==> config.mk <==
export PLATFORM = sky130hd
export DESIGN_NAME = button_press_classifier_flat
export DESIGN_NICKNAME = d
export VERILOG_FILES = /design/src/sv/bpc_pkg.sv /design/src/sv/bpc_in_if.sv /design/src/sv/bpc_out_if.sv /design/src/sv/bpc_cfg_if.sv /design/src/sv/button_press_classifier.sv /design/src/sv/bpc_cfg_regs.sv /design/src/sv/bpc_core.sv /design/src/flat_wrapper.sv
export SDC_FILE = /design/constraint.sdc
export NUM_CORES = 1
export LEC_CHECK = 0
export BUFFER_PORTS_ARGS = -buffer_cell sky130_fd_sc_hd__buf_2
export CELL_PAD_IN_SITES_DETAIL_PLACEMENT = 0
export CELL_PAD_IN_SITES_GLOBAL_PLACEMENT = 2
export CORE_ASPECT_RATIO = 0.9
export CORE_UTILIZATION = 43
export DETAILED_ROUTE_END_ITERATION = 10
export PLACE_DENSITY = 0.86
export SYNTH_ARGS = -nofsm -noshare
export SYNTH_HDL_FRONTEND = slang
export SYNTH_SLANG_ARGS = --single-unit
==> constraint.sdc <==
create_clock -name clk -period 19.5 [get_ports clk]
set_input_delay 1.95 -clock clk [delete_from_list [all_inputs] [get_ports clk]]
set_output_delay 1.95 -clock clk [all_outputs]
set_load 0.02 [all_outputs]
==> src/sv/bpc_pkg.sv <==
package bpc_pkg;

	localparam int TIME_W = 32;
	localparam int CFG_W = 16;
	localparam int CFG_IDX_W = 3;
	localparam logic [1:0] CLICK_MAX = 2'd3;

	typedef enum logic [2:0] {
		EV_NONE    = 3'd0,
		EV_PRESSED = 3'd1,
		EV_SHORT   = 3'd2,
		EV_LONG    = 3'd3,
		EV_VLONG   = 3'd4,
		EV_DOUBLE  = 3'd5,
		EV_TRIPLE  = 3'd6
	} event_t;

	typedef enum logic [CFG_IDX_W-1:0] {
		REG_DEBOUNCE = 3'd0,
		REG_SHORT    = 3'd1,
		REG_LONG     = 3'd2,
		REG_VLONG    = 3'd3,
		REG_WINDOW   = 3'd4
	} cfg_reg_t;

	typedef struct packed {
		logic [CFG_W-1:0] debounce_ms;
		logic [CFG_W-1:0] short_press_ms;
		logic [CFG_W-1:0] long_press_ms;
		logic [CFG_W-1:0] very_long_press_ms;
		logic [CFG_W-1:0] multi_click_window_ms;
	} cfg_t;

	// Result of one sample as the core hands it to the result register.
	typedef struct packed {
		event_t event_res;
		logic   stable_pressed;
	} result_t;

	function automatic logic [TIME_W-1:0] ext_ms(input logic [CFG_W-1:0] ms);
		return {{(TIME_W-CFG_W){1'b0}}, ms};
	endfunction

endpackage

==> src/sv/bpc_in_if.sv <==
interface bpc_in_if
	import bpc_pkg::*;
();
	logic              valid;
	logic              ready;
	logic              pin_level;
	logic [TIME_W-1:0] time_ms;

	modport source (output valid, output pin_level, output time_ms, input ready);
	modport sink (input valid, input pin_level, input time_ms, output ready);
endinterface

==> src/sv/bpc_out_if.sv <==
interface bpc_out_if;
	logic       valid;
	logic       ready;
	logic [2:0] event_res;
	logic       stable_pressed;

	modport source (output valid, output event_res, output stable_pressed, input ready);
	modport sink (input valid, input event_res, input stable_pressed, output ready);
endinterface

==> src/sv/bpc_cfg_if.sv <==
interface bpc_cfg_if
	import bpc_pkg::*;
();
	logic                 valid;
	logic                 ready;
	logic [CFG_IDX_W-1:0] index;
	logic [CFG_W-1:0]     data;

	modport source (output valid, output index, output data, input ready);
	modport sink (input valid, input index, input data, output ready);
endinterface

==> src/sv/button_press_classifier.sv <==
// Debounces an active-low button pin sampled with a millisecond timestamp and
// gives exactly one result per sample: an event code (none, pressed, short,
// long or very long press, double or triple click) and the debounced level.
// One sample is taken every clock cycle unless the input stalls; the result
// of an accepted request is held in the input register, then sits in the
// result register until it is taken, with the classification done by the
// subtract-and-compare logic in between.
// Backpressure on the result side stalls the input only once both registers
// are full. Configuration writes take effect at once and are meant for idle
// periods; writes to an index above four are ignored.
module button_press_classifier
	import bpc_pkg::*;
(
	input  logic     clk,
	input  logic     arst_n,
	bpc_in_if.sink   samples,
	bpc_out_if.source results,
	bpc_cfg_if.sink  cfg
);

	cfg_t              cfg_q;
	result_t           result;
	logic              valid_s1;
	logic              pin_s1;
	logic [TIME_W-1:0] time_s1;
	logic              res_valid_q;
	event_t            event_q;
	logic              stable_q;
	logic              advance;

	bpc_cfg_regs u_cfg (
		.clk    (clk),
		.arst_n (arst_n),
		.cfg    (cfg),
		.cfg_q  (cfg_q)
	);

	assign advance       = valid_s1 && (!res_valid_q || results.ready);
	assign samples.ready = !valid_s1 || advance;

	always_ff @(posedge clk or negedge arst_n) begin
		if (!arst_n) begin
			valid_s1 <= 1'b0;
		end else if (samples.ready) begin
			valid_s1 <= samples.valid;
		end
	end

	always_ff @(posedge clk) begin
		if (samples.ready && samples.valid) begin
			pin_s1  <= samples.pin_level;
			time_s1 <= samples.time_ms;
		end
	end

	bpc_core u_core (
		.clk       (clk),
		.arst_n    (arst_n),
		.cfg       (cfg_q),
		.advance   (advance),
		.pin_level (pin_s1),
		.time_ms   (time_s1),
		.result    (result)
	);

	always_ff @(posedge clk or negedge arst_n) begin
		if (!arst_n) begin
			res_valid_q <= 1'b0;
		end else if (advance) begin
			res_valid_q <= 1'b1;
		end else if (results.ready) begin
			res_valid_q <= 1'b0;
		end
	end

	always_ff @(posedge clk) begin
		if (advance) begin
			event_q  <= result.event_res;
			stable_q <= result.stable_pressed;
		end
	end

	assign results.valid          = res_valid_q;
	assign results.event_res      = event_q;
	assign results.stable_pressed = stable_q;

`ifndef ASSERT_OFF
	a_stall_holds: assert property (@(posedge clk) disable iff (!arst_n)
		valid_s1 && !advance |=> valid_s1)
		else $error("input stage dropped a stalled request");

	a_advance_fills: assert property (@(posedge clk) disable iff (!arst_n)
		advance |=> res_valid_q)
		else $error("processed request did not reach the result register");

	a_pressed_level: assert property (@(posedge clk) disable iff (!arst_n)
		res_valid_q && event_q == EV_PRESSED |-> stable_q)
		else $error("pressed event with released debounced level");

	a_release_level: assert property (@(posedge clk) disable iff (!arst_n)
		res_valid_q && (event_q == EV_SHORT || event_q == EV_LONG || event_q == EV_VLONG)
		|-> !stable_q)
		else $error("release event with pressed debounced level");
`endif

endmodule

==> src/sv/bpc_cfg_regs.sv <==
module bpc_cfg_regs
	import bpc_pkg::*;
(
	input  logic      clk,
	input  logic      arst_n,
	bpc_cfg_if.sink   cfg,
	output cfg_t      cfg_q
);

	assign cfg.ready = 1'b1;

	always_ff @(posedge clk or negedge arst_n) begin
		if (!arst_n) begin
			cfg_q.debounce_ms           <= CFG_W'(50);
			cfg_q.short_press_ms        <= CFG_W'(50);
			cfg_q.long_press_ms         <= CFG_W'(1000);
			cfg_q.very_long_press_ms    <= CFG_W'(3000);
			cfg_q.multi_click_window_ms <= CFG_W'(400);
		end else if (cfg.valid) begin
			unique case (cfg_reg_t'(cfg.index))
				REG_DEBOUNCE: cfg_q.debounce_ms           <= cfg.data;
				REG_SHORT:    cfg_q.short_press_ms        <= cfg.data;
				REG_LONG:     cfg_q.long_press_ms         <= cfg.data;
				REG_VLONG:    cfg_q.very_long_press_ms    <= cfg.data;
				REG_WINDOW:   cfg_q.multi_click_window_ms <= cfg.data;
				default: ;
			endcase
		end
	end

endmodule

==> src/sv/bpc_core.sv <==
module bpc_core
	import bpc_pkg::*;
(
	input  logic              clk,
	input  logic              arst_n,
	input  cfg_t              cfg,
	input  logic              advance,
	input  logic              pin_level,
	input  logic [TIME_W-1:0] time_ms,
	output result_t           result
);

	logic              prev_raw_q;
	logic              debounced_q;
	logic [TIME_W-1:0] change_stamp_q;
	logic [TIME_W-1:0] press_stamp_q;
	logic [1:0]        click_tally_q;

	logic              raw;
	logic              raw_changed;
	logic [TIME_W-1:0] steady_time;
	logic [TIME_W-1:0] held_time;
	logic [TIME_W-1:0] window_time;
	logic              settled;
	logic              press_ev;
	logic              release_ev;
	logic              expired;
	logic [1:0]        tally_inc;
	logic [1:0]        tally_n;
	logic              debounced_n;
	event_t            hold_ev;
	event_t            event_n;

	assign raw         = ~pin_level;
	assign raw_changed = raw != prev_raw_q;

	// A raw change restamps, so the steady time of this sample is then zero.
	assign steady_time = raw_changed ? '0 : time_ms - change_stamp_q;
	assign settled     = steady_time > ext_ms(cfg.debounce_ms);
	assign press_ev    = settled && raw && !debounced_q;
	assign release_ev  = settled && !raw && debounced_q;
	assign debounced_n = settled ? raw : debounced_q;

	assign held_time = time_ms - press_stamp_q;

	always_comb begin
		if (held_time >= ext_ms(cfg.very_long_press_ms)) begin
			hold_ev = EV_VLONG;
		end else if (held_time >= ext_ms(cfg.long_press_ms)) begin
			hold_ev = EV_LONG;
		end else if (held_time >= ext_ms(cfg.short_press_ms)) begin
			hold_ev = EV_SHORT;
		end else begin
			hold_ev = EV_NONE;
		end
	end

	assign tally_inc = (press_ev && click_tally_q != CLICK_MAX) ? click_tally_q + 2'd1
		: click_tally_q;

	// A press in this sample restarts the window at zero.
	assign window_time = press_ev ? '0 : held_time;
	assign expired     = (tally_inc != 2'd0)
		&& (window_time > ext_ms(cfg.multi_click_window_ms));
	assign tally_n     = expired ? 2'd0 : tally_inc;

	always_comb begin
		if (press_ev) begin
			event_n = EV_PRESSED;
		end else if (release_ev) begin
			event_n = hold_ev;
		end else begin
			event_n = EV_NONE;
		end
		// A multi-click decision overrides the press or release event.
		if (expired && tally_inc == CLICK_MAX) begin
			event_n = EV_TRIPLE;
		end else if (expired && tally_inc == 2'd2) begin
			event_n = EV_DOUBLE;
		end
	end

	assign result.event_res      = event_n;
	assign result.stable_pressed = debounced_n;

	always_ff @(posedge clk or negedge arst_n) begin
		if (!arst_n) begin
			prev_raw_q     <= 1'b0;
			debounced_q    <= 1'b0;
			change_stamp_q <= '0;
			press_stamp_q  <= '0;
			click_tally_q  <= 2'd0;
		end else if (advance) begin
			prev_raw_q    <= raw;
			debounced_q   <= debounced_n;
			click_tally_q <= tally_n;
			if (raw_changed) begin
				change_stamp_q <= time_ms;
			end
			if (press_ev) begin
				press_stamp_q <= time_ms;
			end
		end
	end

endmodule
==> src/flat_wrapper.sv <==
// flat-port wrapper written by rule: the top's interface ports become plain ports
module button_press_classifier_flat import bpc_pkg::*;
  (clk, arst_n, samples_valid, samples_pin_level, samples_time_ms, samples_ready, results_valid, results_event_res, results_stable_pressed, results_ready, cfg_valid, cfg_index, cfg_data, cfg_ready);
  bpc_in_if samples_i ();
  bpc_out_if results_i ();
  bpc_cfg_if cfg_i ();
  input  logic clk;
  input  logic arst_n;
  input wire logic [$bits(samples_i.valid)-1:0] samples_valid;
  input wire logic [$bits(samples_i.pin_level)-1:0] samples_pin_level;
  input wire logic [$bits(samples_i.time_ms)-1:0] samples_time_ms;
  output wire logic [$bits(samples_i.ready)-1:0] samples_ready;
  output wire logic [$bits(results_i.valid)-1:0] results_valid;
  output wire logic [$bits(results_i.event_res)-1:0] results_event_res;
  output wire logic [$bits(results_i.stable_pressed)-1:0] results_stable_pressed;
  input wire logic [$bits(results_i.ready)-1:0] results_ready;
  input wire logic [$bits(cfg_i.valid)-1:0] cfg_valid;
  input wire logic [$bits(cfg_i.index)-1:0] cfg_index;
  input wire logic [$bits(cfg_i.data)-1:0] cfg_data;
  output wire logic [$bits(cfg_i.ready)-1:0] cfg_ready;
  assign samples_i.valid = samples_valid;
  assign samples_i.pin_level = samples_pin_level;
  assign samples_i.time_ms = samples_time_ms;
  assign samples_ready = samples_i.ready;
  assign results_valid = results_i.valid;
  assign results_event_res = results_i.event_res;
  assign results_stable_pressed = results_i.stable_pressed;
  assign results_i.ready = results_ready;
  assign cfg_i.valid = cfg_valid;
  assign cfg_i.index = cfg_index;
  assign cfg_i.data = cfg_data;
  assign cfg_ready = cfg_i.ready;
  button_press_classifier u_core (.clk(clk), .arst_n(arst_n), .samples(samples_i), .results(results_i), .cfg(cfg_i));
endmodule
Yosys cells after proc, flatten, opt, wreduce, memory -nomap -nowiden --
Cells that the tools add are included.
Storage, ports and cells: flip-flop bits (word level) 187, input port bits 57
Cells by class: multiplexer cells 13, magnitude comparators 5, equality and inequality tests 8, bitwise gates (word level) 1, add/subtract/negate cells 3, reductions and logical operators 26
Operators by type and width (count):
- >= comparator 32 x 16 -> 1 bit | 3
- greater-than comparator 32 x 16 -> 1 bit | 2
- 2-to-1 mux 32 bit | 2
- subtractor 32 bit | 2
- AND reduction 2 bit | 7
- logical AND 1 bit | 10
- 2-to-1 mux 2 bit | 5
- 2-to-1 mux 3 bit | 3
- equality test 3 x 2 -> 1 bit (second input constant) | 2
- equality test 2 bit (second input constant) | 2
- nonzero test 2 bit | 2
- equality test 3 x 1 -> 1 bit (second input constant) | 1
- equality test 3 bit (second input constant) | 1
- logical NOT 1 bit | 3
- logical NOT 3 bit | 1
- 2-to-1 mux 1 bit | 3
- adder 2 x 1 -> 2 bit (second input constant) | 1
- logical OR 1 bit | 2
- != test 2 bit (second input constant) | 1
- OR reduction 2 bit | 1
- != test 1 bit | 1
- NOT 1 bit | 1

Logic depth before layout (Yosys ltp) --
word-level depth 12, mapped depth 35, gate-level depth less buffers 33

Cells and area by module --
From an unflattened synthesis, not the netlist that was laid out.
Unflattened totals: cell total of the unflattened synthesis 1321, area total of the unflattened synthesis 13266.5 µm²
By module, submodules not included:
- bpc_core | area an instance 8962.3 µm², times used 1, cells each 1101
- bpc_cfg_regs | area an instance 3089.2 µm², times used 1, cells each 175
- button_press_classifier | area an instance 1214.9 µm², times used 1, cells each 45

Worst setup path before layout --
No wires, ideal clock.
path type register to register, from register u_core.time_s1[0], to register u_core.event_q[1], in the netlist u_core.results.event_res[1], data pin, period minus slack after synthesis 6.568 ns, slack 12.932 ns, path buffers 2, data required time 19.238 ns, data arrival time 6.306 ns, stages on the path, launching flop included 35, path through edfxtp_1 > inv_1 > ha_1 > fa_1 > and2b_1 > o2111ai_1 > nand2_1 > a311o_1 > a21oi_1 > xor2_1 > nor2_1 > ha_1 > nand2_1 > o21ai_0 > a221oi_1 > a21oi_1 > nor4_1 > nand4_1 > nand4b_1 > or4_4 > a22o_1 > buf_6 > clkbuf_1 > nor2_1 > ha_1 > nand3_1 > o22ai_1 > o21a_1 > o21ai_0 > a21oi_1 > a21oi_1 > a31oi_1 > o21ai_0 > o22ai_2 > mux2_1
Between the ends: longest elaborated chain between the ends 11, elaborated cells between the ends (all ways) 27
RTL lines:
- from (decl) | line button_press_classifier.sv:25 | logic [TIME_W-1:0] time_s1;
- from (signal assigned) | line button_press_classifier.sv:52 | time_s1 <= samples.time_ms;
- parallel branches: the longest is 11 deep, another holds subtractor 32 bit
- to (signal assigned) | line button_press_classifier.sv:78 | event_q <= result.event_res;
- to (decl) | line button_press_classifier.sv:27 | event_t event_q;
Several ways; the timed one is not identified. A chain may end at the register's enable or synchronous reset.

Worst setup path after layout --
Same ends and word-level chain as after synthesis.

==> impl_metrics.ini <==
[clock_network]
cts_inserted_buffers = 17
cts_tree = built
clock_insertion_delay_worst_skew_ns = 0.45
cts-resized-gates = 0
hold_buffers = 0
root_buffer = clkbuf_16
clkSinkCount = 187
clk_pin_slew_worst_paths_ns = 0.08
cts_setup_buffers = 0
cts_buffer_depth = 2
htreeDepth = 4

[detailed_routing]
wl_per_cell_um = 17.86
drtPass1Iterations = 7
vias = 9899
detail_route.drc_violations = 0
vias_per_cell = 5.400
ant_nets = 0
drt_iter0_markers = 829
wl_um = 32730

[sta]
final_max_slew_viol_count = 0
period_share = 0.3825
fin_crit_ns = 7.459
slew_headroom = 0.3179
setup-violations-final = 0
fmax_ghz = 0.1341
tightest_slew_ns = 1.018
layout_setup_ws_ns = 12.04
setup_tns_ns = 0
clock_skew_ns = 0.01498
hold_viol = 0
grt_setup_unrepaired = false

[power_and_ir_drop]
power.internal_mw = 1.234
vdd.ir_drop.worst_uv = 69.09
total_power_mw = 2.251
pwr-share-clk = 0.160
switchingPower_mw = 1.017
pwr-share-comb = 0.595
p_per_area_mw_per_mm2 = 161.3
p_leak_nw = 6.345
power.share.switching = 0.4517
pwr-share-seq = 0.246

[critical_path]
crit_top_cell = a21oi_1
worstRegToRegCells = 31
critPathArrivalTime_ns = 7.65
cp-startpoint = u_core.time_s1[0]
startpoint_type = register
crit_path_end = u_core.results.event_res[1]
regToRegSetupSlack_ns = 12.04
r2r-end = u_core.results.event_res[1]
cp_slowest_cell = or4_4
critPathTopFamily = compound AO/OA/AOI/OAI gates
cp_max_fo = 21
cp-end-kind = register
path_buf_inv = 1
crit_required_ns = 19.69
critical_path_depth = 31
r2r-start = u_core.time_s1[0]
path_class = reg2reg
slowest_delay_ns = 0.58

[finish]
drive_gt1_frac = 0.1343
diodes = 0
syn2layout_area_growth_pct = 10.51
fin_nets = 1626
utilization = 0.4836
n_fill_cell = 2795

[synthesis]
yosysMostFrequentCell = inv_1
synth_common_cells = 161 x inv_1, 153 x nand2_1, 143 x ha_1
synthTopCellsByArea = dfrtp_1 25%, ha_1 14%, edfxtp_1 8.8%
ys_seq_area_frac = 0.3873
ys.warnings.count = 0
syn_inst = 1378
synth.distinct_cells = 78
synth_seq_cells = 187
syn_area_per_cell_um2 = 9.166
syn_nets = 1580
synth_ff_type = dfrtp_1
synth_area_leader_cell = dfrtp_1
synth_top_area_frac = 0.2536
syn_area_mm2 = 0.01263
async_flop_share = 0.8021
synth-edff-count = 37

[global_routing]
use_met3 = 0.02337
use_met1 = 0.3458
grt_first_pass_wirelength_um = 52530
grt_overflow = 0
grt_max_degree = 94
antenna_found_initial = 0
busiest_layer = met1
grt_pass1_vias = 9390
grtUsageMet2 = 0.3435
grt_use_total = 0.2264

[placement]
place.gp.congestion = 0.8913
io_buffers = 62
dp_slack_ns = 12.11
dp_hpwl_um = 25140

[job]
max_cap_violations = 0

[worst_hold_path]
hold_depth = 1
holdCritPathClass = reg2reg

[floorplan]
dieArea_mm2 = 0.03006
die_y_um = 164.6
die-width_um = 182.7
rows = 59
ios = 64
start_util = 0.4376
core_area_mm2 = 0.02886

[status]
outcome = finished clean
-- layer usage --
layer,share of wire,wire length (µm),vias up
li1,-,-,4952
met5,0,0,-
met3,0.038,1241,23
met2,0.44,14330,194
met1,0.52,16870,4730
met4,0.0090,293,0
-- cell type report --
class,count,area (µm²),share of cell area
clock buffer,18,439.2,0.03146
tap,396,495.5,0.03550
timing repair buffer,70,376.6,0.02698
multi-input combinational,987,6999,0.5014
clock inverter,14,151.4,0.01085
sequential,187,4892,0.3505
inverter,161,604.3,0.04330
-- layout by cell type (no fill, tap or decap), types with 6 or more instances in the layout --
master     netlist  routed
a21o_1          25      25
dfstp_2         22      22
nor2b_1         18      18
o2111ai_1        6       6
edfxtp_1        37      37
nand3_1         16      16
ha_1           143     143
and2_1           8       7
and3_1           8       8
nor2_1          65      65
nand2_1        153     153
a31oi_1          9       9
xnor2_1         20      19
nand2b_1        14      14
o211ai_1        13      13
o31ai_1          6       6
dfrtp_1        128     128
xor2_1          30      30
mux2_2          51      51
nor3_1          21      20
buf_2           10      61
o21a_1          12      12
o21ai_1         39      39
clkbuf_16        0      17
a211oi_1        13      13
o21ai_0        109     109
buf_4            1       8
inv_1          161     161
a21oi_1         90      90
nand4_1         20      20
-- registers in the layout (all words and copies together) (netlist names), 2 cells and up --
name and flops:
u_core.time_s1 32, u_core.u_cfg.cfg_q 80, u_core.u_core.press_stamp_q 32, u_core.u_core.click_tally_q 2, u_core.results.event_res 3, u_core.u_core.change_stamp_q 32
-- worst reg2reg max path, delay by kind of cell, from the launching register on --
| family | cells | cell delay [ns] |
|---|---|---|
| buf+inv | 1 | 0.11 |
| mux | 1 | 0.35 |
| flops | 1 | 0.38 |
| xor+xnor | 1 | 0.17 |
| fa+ha+maj | 4 | 0.89 |
| compound gates | 15 | 3.26 |
| simple gates | 9 | 2.06 |
-- power groups by stage --
stage / Clock, mW / Sequential [mW] / Combinational (mW)
after detailed placement: 0 / 0.561 / 1.33
after floorplan: 0 / 0.549 / 0.998
after CTS: 0.368 / 0.553 / 1.34
final: 0.360 / 0.553 / 1.34
after global routing: 0.380 / 0.565 / 1.52
after global placement: 0 / 0.557 / 1.32
-- cell families after synthesis --
family                     synth area share
and+or+nand+nor                      0.1320
adders and majority gates            0.1448
muxes                               0.05210
other                             0.0002969
AOI/OAI and AO/OA                    0.1862
buffers and inverters               0.06251
xor gates and xnor gates            0.03467
DFF                                  0.3873
-- stage by stage --
step	cell area, µm²	hold slack, ns	instances
5_1_grt	13960	0.5161	1833
2_1_floorplan	12630	0.4487	1378
3_3_place_gp	13370	0.4699	1801
6_report	13960	0.4890	1833
4_1_cts	13960	0.5011	1833
3_5_place_dp	13370	0.4883	1801
-- worst min-delay path by stage --
stage / start / endpoint
global placement: u_core.u_core.change_stamp_q[0] / u_core.u_core.change_stamp_q[0]
detailed placement: u_core.valid_s1 / u_core.results.valid
global route: u_core.u_core.change_stamp_q[4] / u_core.u_core.change_stamp_q[4]
finish: u_core.valid_s1 / u_core.results.valid
floorplan: u_core.valid_s1 / u_core.results.valid
CTS: u_core.valid_s1 / u_core.results.valid
(Power assumes the default switching activity.)
